### src/design/cru_pkg.sv
// ----------------------------------------------------------------------------
// cru_pkg
// Shared widths and types for the circumcircle unit.
// ----------------------------------------------------------------------------
package cru_pkg;

  localparam int COORD_BITS = 24;
  localparam int OUT_BITS   = 32;

  // point deltas relative to the start point
  localparam int DB  = COORD_BITS + 1;
  // squared length of a delta
  localparam int SW  = 2 * DB;
  // low split of a squared length
  localparam int HW  = DB;
  // half product: (HW+1) signed x DB signed
  localparam int PPW = HW + 1 + DB;
  // full product squared-length x delta
  localparam int PW  = SW + DB + 1;
  // numerators and denominator
  localparam int NW  = PW + 1;
  localparam int DW  = 2 * DB + 2;
  // quotient magnitude bits kept before saturation
  localparam int QB  = OUT_BITS + 1;
  localparam int QW  = QB + 1;
  localparam int CW  = NW + QB;
  localparam int DIV_LAT = QB + 1;
  // radius path
  localparam int DXW = OUT_BITS + 1;
  localparam int SMW = 2 * DXW;
  localparam int RB  = DXW;

  localparam int FIFO_DEPTH = 4;
  localparam int FIFO_AW    = 2;

  typedef struct packed {
    logic [COORD_BITS-1:0] first_x;
    logic [COORD_BITS-1:0] first_y;
    logic [COORD_BITS-1:0] last_x;
    logic [COORD_BITS-1:0] last_y;
  } pts_t;

  typedef struct packed {
    pts_t            pts;
    logic [DW-1:0]   den;
    logic [NW-1:0]   num_x;
    logic [NW-1:0]   num_y;
    logic            collinear;
  } job_t;

  typedef struct packed {
    pts_t                pts;
    logic                collinear;
    logic [OUT_BITS-1:0] ctr_x;
    logic [OUT_BITS-1:0] ctr_y;
    logic [OUT_BITS-1:0] radius;
    logic                overflow;
  } bk_t;

endpackage

### src/design/cru_fifo.sv
// ----------------------------------------------------------------------------
// cru_fifo
// Short request queue between front and back.
// ----------------------------------------------------------------------------
module cru_fifo import cru_pkg::*; (
  input  logic clk,
  input  logic rst,
  input  logic push,
  input  job_t din,
  input  logic pop,
  output job_t dout,
  output logic full,
  output logic avail
);

  job_t               mem [FIFO_DEPTH];
  logic [FIFO_AW-1:0] wp, rp;
  logic [FIFO_AW:0]   cnt;

  assign full  = (cnt == (FIFO_AW+1)'(FIFO_DEPTH));
  assign avail = (cnt != '0);
  assign dout  = mem[rp];

  always_ff @(posedge clk) begin
    if (push) begin
      mem[wp] <= din;
    end
  end

  always_ff @(posedge clk) begin
    if (rst) begin
      wp  <= '0;
      rp  <= '0;
      cnt <= '0;
    end else begin
      if (push) wp <= wp + 1'b1;
      if (pop)  rp <= rp + 1'b1;
      case ({push, pop})
        2'b10:   cnt <= cnt + 1'b1;
        2'b01:   cnt <= cnt - 1'b1;
        default: cnt <= cnt;
      endcase
    end
  end

endmodule

### config.mk
export PLATFORM = sky130hd
export DESIGN_NAME = cru_fifo
export DESIGN_NICKNAME = d
export VERILOG_FILES = /design/src/design/cru_pkg.sv /design/src/design/cru_fifo.sv
export SDC_FILE = /design/constraint.sdc
export NUM_CORES = 1
export LEC_CHECK = 0
export ABC_AREA = 0
export BUFFER_PORTS_ARGS = -buffer_cell sky130_fd_sc_hd__clkbuf_2
export CORE_MARGIN = 5
export CORE_UTILIZATION = 50
export CTS_CLUSTER_DIAMETER = 80
export CTS_CLUSTER_SIZE = 14
export DETAILED_ROUTE_END_ITERATION = 16
export GPL_ROUTABILITY_DRIVEN = 0
export PLACE_DENSITY_LB_ADDON = 0.12
export SETUP_SLACK_MARGIN = 0.02
export SYNTH_ARGS = -nofsm -noshare
export SYNTH_HDL_FRONTEND = slang
export SYNTH_SLANG_ARGS = --single-unit
### constraint.sdc
create_clock -name clk -period 18.9 [get_ports clk]
set_clock_uncertainty 0.05 [all_clocks]
set_input_delay 3.78 -clock clk [delete_from_list [all_inputs] [get_ports clk]]
set_output_delay 3.78 -clock clk [all_outputs]
set_load 0.05 [all_outputs]
==> impl_metrics.py <==
metrics = {
    "timing": {
        "min_period_ns": 7.88,
        "rsz0062_at_grt": "false",
        "fin_setup_tns_ns": 0,
        "tightest_slew_ns": 1.39,
        "hold_viol": 0,
        "finalCritPeriodShare_pct": 41.7,
        "finalSetupViolCount": 0,
        "drv_slew": 0,
        "fmax_mhz": 127,
        "relSlewSlack_pct": 7.63,
    },
    "floorplanning": {
        "io_pins": 612,
        "fp.dieH_um": 309,
        "chipWidth_um": 309,
        "row_count": 109,
        "initial_core_util_pct": 50.5,
        "core-area_um2": 88600,
        "dieArea_um2": 95500,
    },
    "global_route": {
        "overflow": 0,
        "antenna_found_initial": 29,
        "grt.total_usage_pct": 19.2,
        "grt_pass1_vias": 20700,
        "grt_pass1_wl_um": 135000,
        "grt_max_degree": 175,
    },
    "synth": {
        "ys_seq_elements": 1221,
        "ys_seq_area_share_pct": 81.8,
        "yosysUniqueCellTypes": 21,
        "synth.avg_cell_area_um2": 27.4,
        "synthCells": 1630,
        "syn_nets": 1943,
        "netlist_area_um2": 44700,
        "yosysWarnings": 0,
    },
    "setup_path": {
        "crit_type": "flip-flop to primary output",
        "cp_data_required_time_ns": 15.07,
        "r2r_cells": 4,
        "crit_arrival_ns": 4.05,
        "start_kind": "flip-flop",
        "rrSetupSlack_ns": 15.20,
        "cp-end-kind": "primary output",
        "critPathMaxFanout": 92,
    },
    "layout": {
        "drive_gt1_share_pct": 38.9,
        "fin_util_pct": 58.3,
        "finalInstanceArea_um2": 51700,
        "nets": 2605,
        "fillers": 6437,
        "syn2layout_area_growth_pct": 15.5,
    },
    "detailed_routing": {
        "wl_per_cell_um": 26.7,
        "drt_pass1_iterations": 4,
        "drtAntennaViolNets": 0,
        "drc": 0,
        "drt_iter0_markers": 1200,
        "vias": 19600,
        "routed_wl_um": 93800,
        "vias_per_cell": 5.58,
    },
    "min_path": {
        "worstHoldPathType": "flip-flop to flip-flop",
        "whs_path_depth": 2,
    },
    "clock_tree": {
        "cts-root-buf": "clkbuf_16",
        "cts_tree": "done",
        "htree_levels": 3,
        "cts_resized": 0,
        "cts_num_sinks": 1221,
        "max-clock-path-buffers": 3,
        "cts_setup_buffers": 0,
        "clk_latency_ns": 0.67,
        "postCtsHoldBufs": 0,
        "cts_made_buffers": 97,
        "path_clk_slew_ns": 0.06,
    },
    "power": {
        "leakage_uw": 0.0175,
        "power.density_nw_per_um2": 113,
        "peakVddDrop_uv": 91.1,
    },
    "place": {
        "hpwl_um": 58400,
        "dpl_cell_area_um2": 48900,
        "io_buffers": 611,
    },
    "run_status": {
        "status": "completed",
    },
    "run": {
        "drv_cap": 0,
    },
}
-- worst paths after layout --
check,from,to
hold / removal,cnt[2],cnt[2]
hold reg to reg,cnt[2],cnt[2]
setup reg to reg,wp[0],mem[1][244]
setup / recovery,flip-flop,dout[232]
-- per-stage QoR --
| stage | std cells | hold slack, ns | setup WS, ns | total power, uW |
|---|---|---|---|---|
| 2_1_floorplan | 1630 | 0.412 | 7.53 | 3870 |
| 3_3_place_gp | 3358 | 0.423 | 11.51 | 4070 |
| 3_5_place_dp | 3358 | 0.450 | 11.54 | 4080 |
| 4_1_cts | 3495 | 0.458 | 10.78 | 5920 |
| 5_1_grt | 3505 | 0.504 | 10.61 | 6050 |
| 6_report | 3513 | 0.478 | 11.02 | 5850 |
-- worst max-delay path, cell delays in order, from the launching register on --
cell and delay (ns):
dfxtp_4 0.98, buf_12 0.56, buf_4 0.74, mux4_1 0.66
clkbuf_2 0.28
-- where the power goes --
part | total (uW) | internal [uW] | switching [uW] | leakage [uW]
combinational | 861 | 235 | 626 | 0.00494
sequential | 3150 | 3110 | 33.6 | 0.0112
clock | 1840 | 969 | 870 | 0.00131
total | 5850 | 4320 | 1530 | 0.0175
-- cell usage in the layout, fill, tap and decap left out, drive strengths merged --
cell type,instances
edfxtp,1212
clkbuf,741
mux4,303
buf,21
diode,18
dfxtp,9
inv,9
nor2,8
ha,5
and2,4
xor2,3
or3,2
xnor2,2
a21oi,2
clkinv,2
and3,1
nand2,1
mux2i,1
o21ai,1
fa,1
clkinvlp,1
bufinv,1
-- layer usage --
layer	up-vias	track usage, %	wire (um)
met5	-	0	128
met4	20	6.13	2640
met3	140	6.52	6850
met2	526	32.9	49000
met1	10400	23.3	35200
li1	8562	-	-
-- cells by family after synthesis --
logic type,after synthesis,share of synthesized area [%]
buffers and inverters,75,1.26
and+or+nand+nor,16,0.173
AOI/OAI and AO/OA,3,0.0336
DFF,1221,81.8
muxes,304,16.5
adders and majority gates,6,0.185
xor gates and xnor gates,5,0.0979
-- cell type report --
cell class                 count  area (um^2)  area share (%)
clock buffer                 130         2600            5.04
multi-input combinational    334         7600            14.7
timing repair buffer         632         3250            6.30
inverter                       6         22.5          0.0436
tap                         1165         1460            2.82
clock inverter                 7          108           0.208
sequential                  1221        36600            70.8
antenna                       18         45.0          0.0872
-- cells in the mapped netlist (all sizes together) --
cell type / instances / area, um^2
xor2: 3 / 26.3
nand2: 1 / 3.75
dfxtp: 9 / 180
edfxtp: 1212 / 36400
and3: 1 / 6.26
or3: 2 / 12.5
mux2i: 1 / 10.0
mux4: 303 / 7360
and2: 4 / 25.0
xnor2: 2 / 17.5
o21ai: 1 / 5.00
inv: 6 / 22.5
clkbuf: 6 / 22.5
nor2: 8 / 30.0
buf: 63 / 520
ha: 5 / 62.6
fa: 1 / 20.0
a21oi: 2 / 10.0
-- registers in the layout, summed over array words and instances (netlist names), named ones only --
name  cells
mem    1212
cnt       3
rp        2
wp        2
No activity file was read; power rests on OpenSTA's default activity.
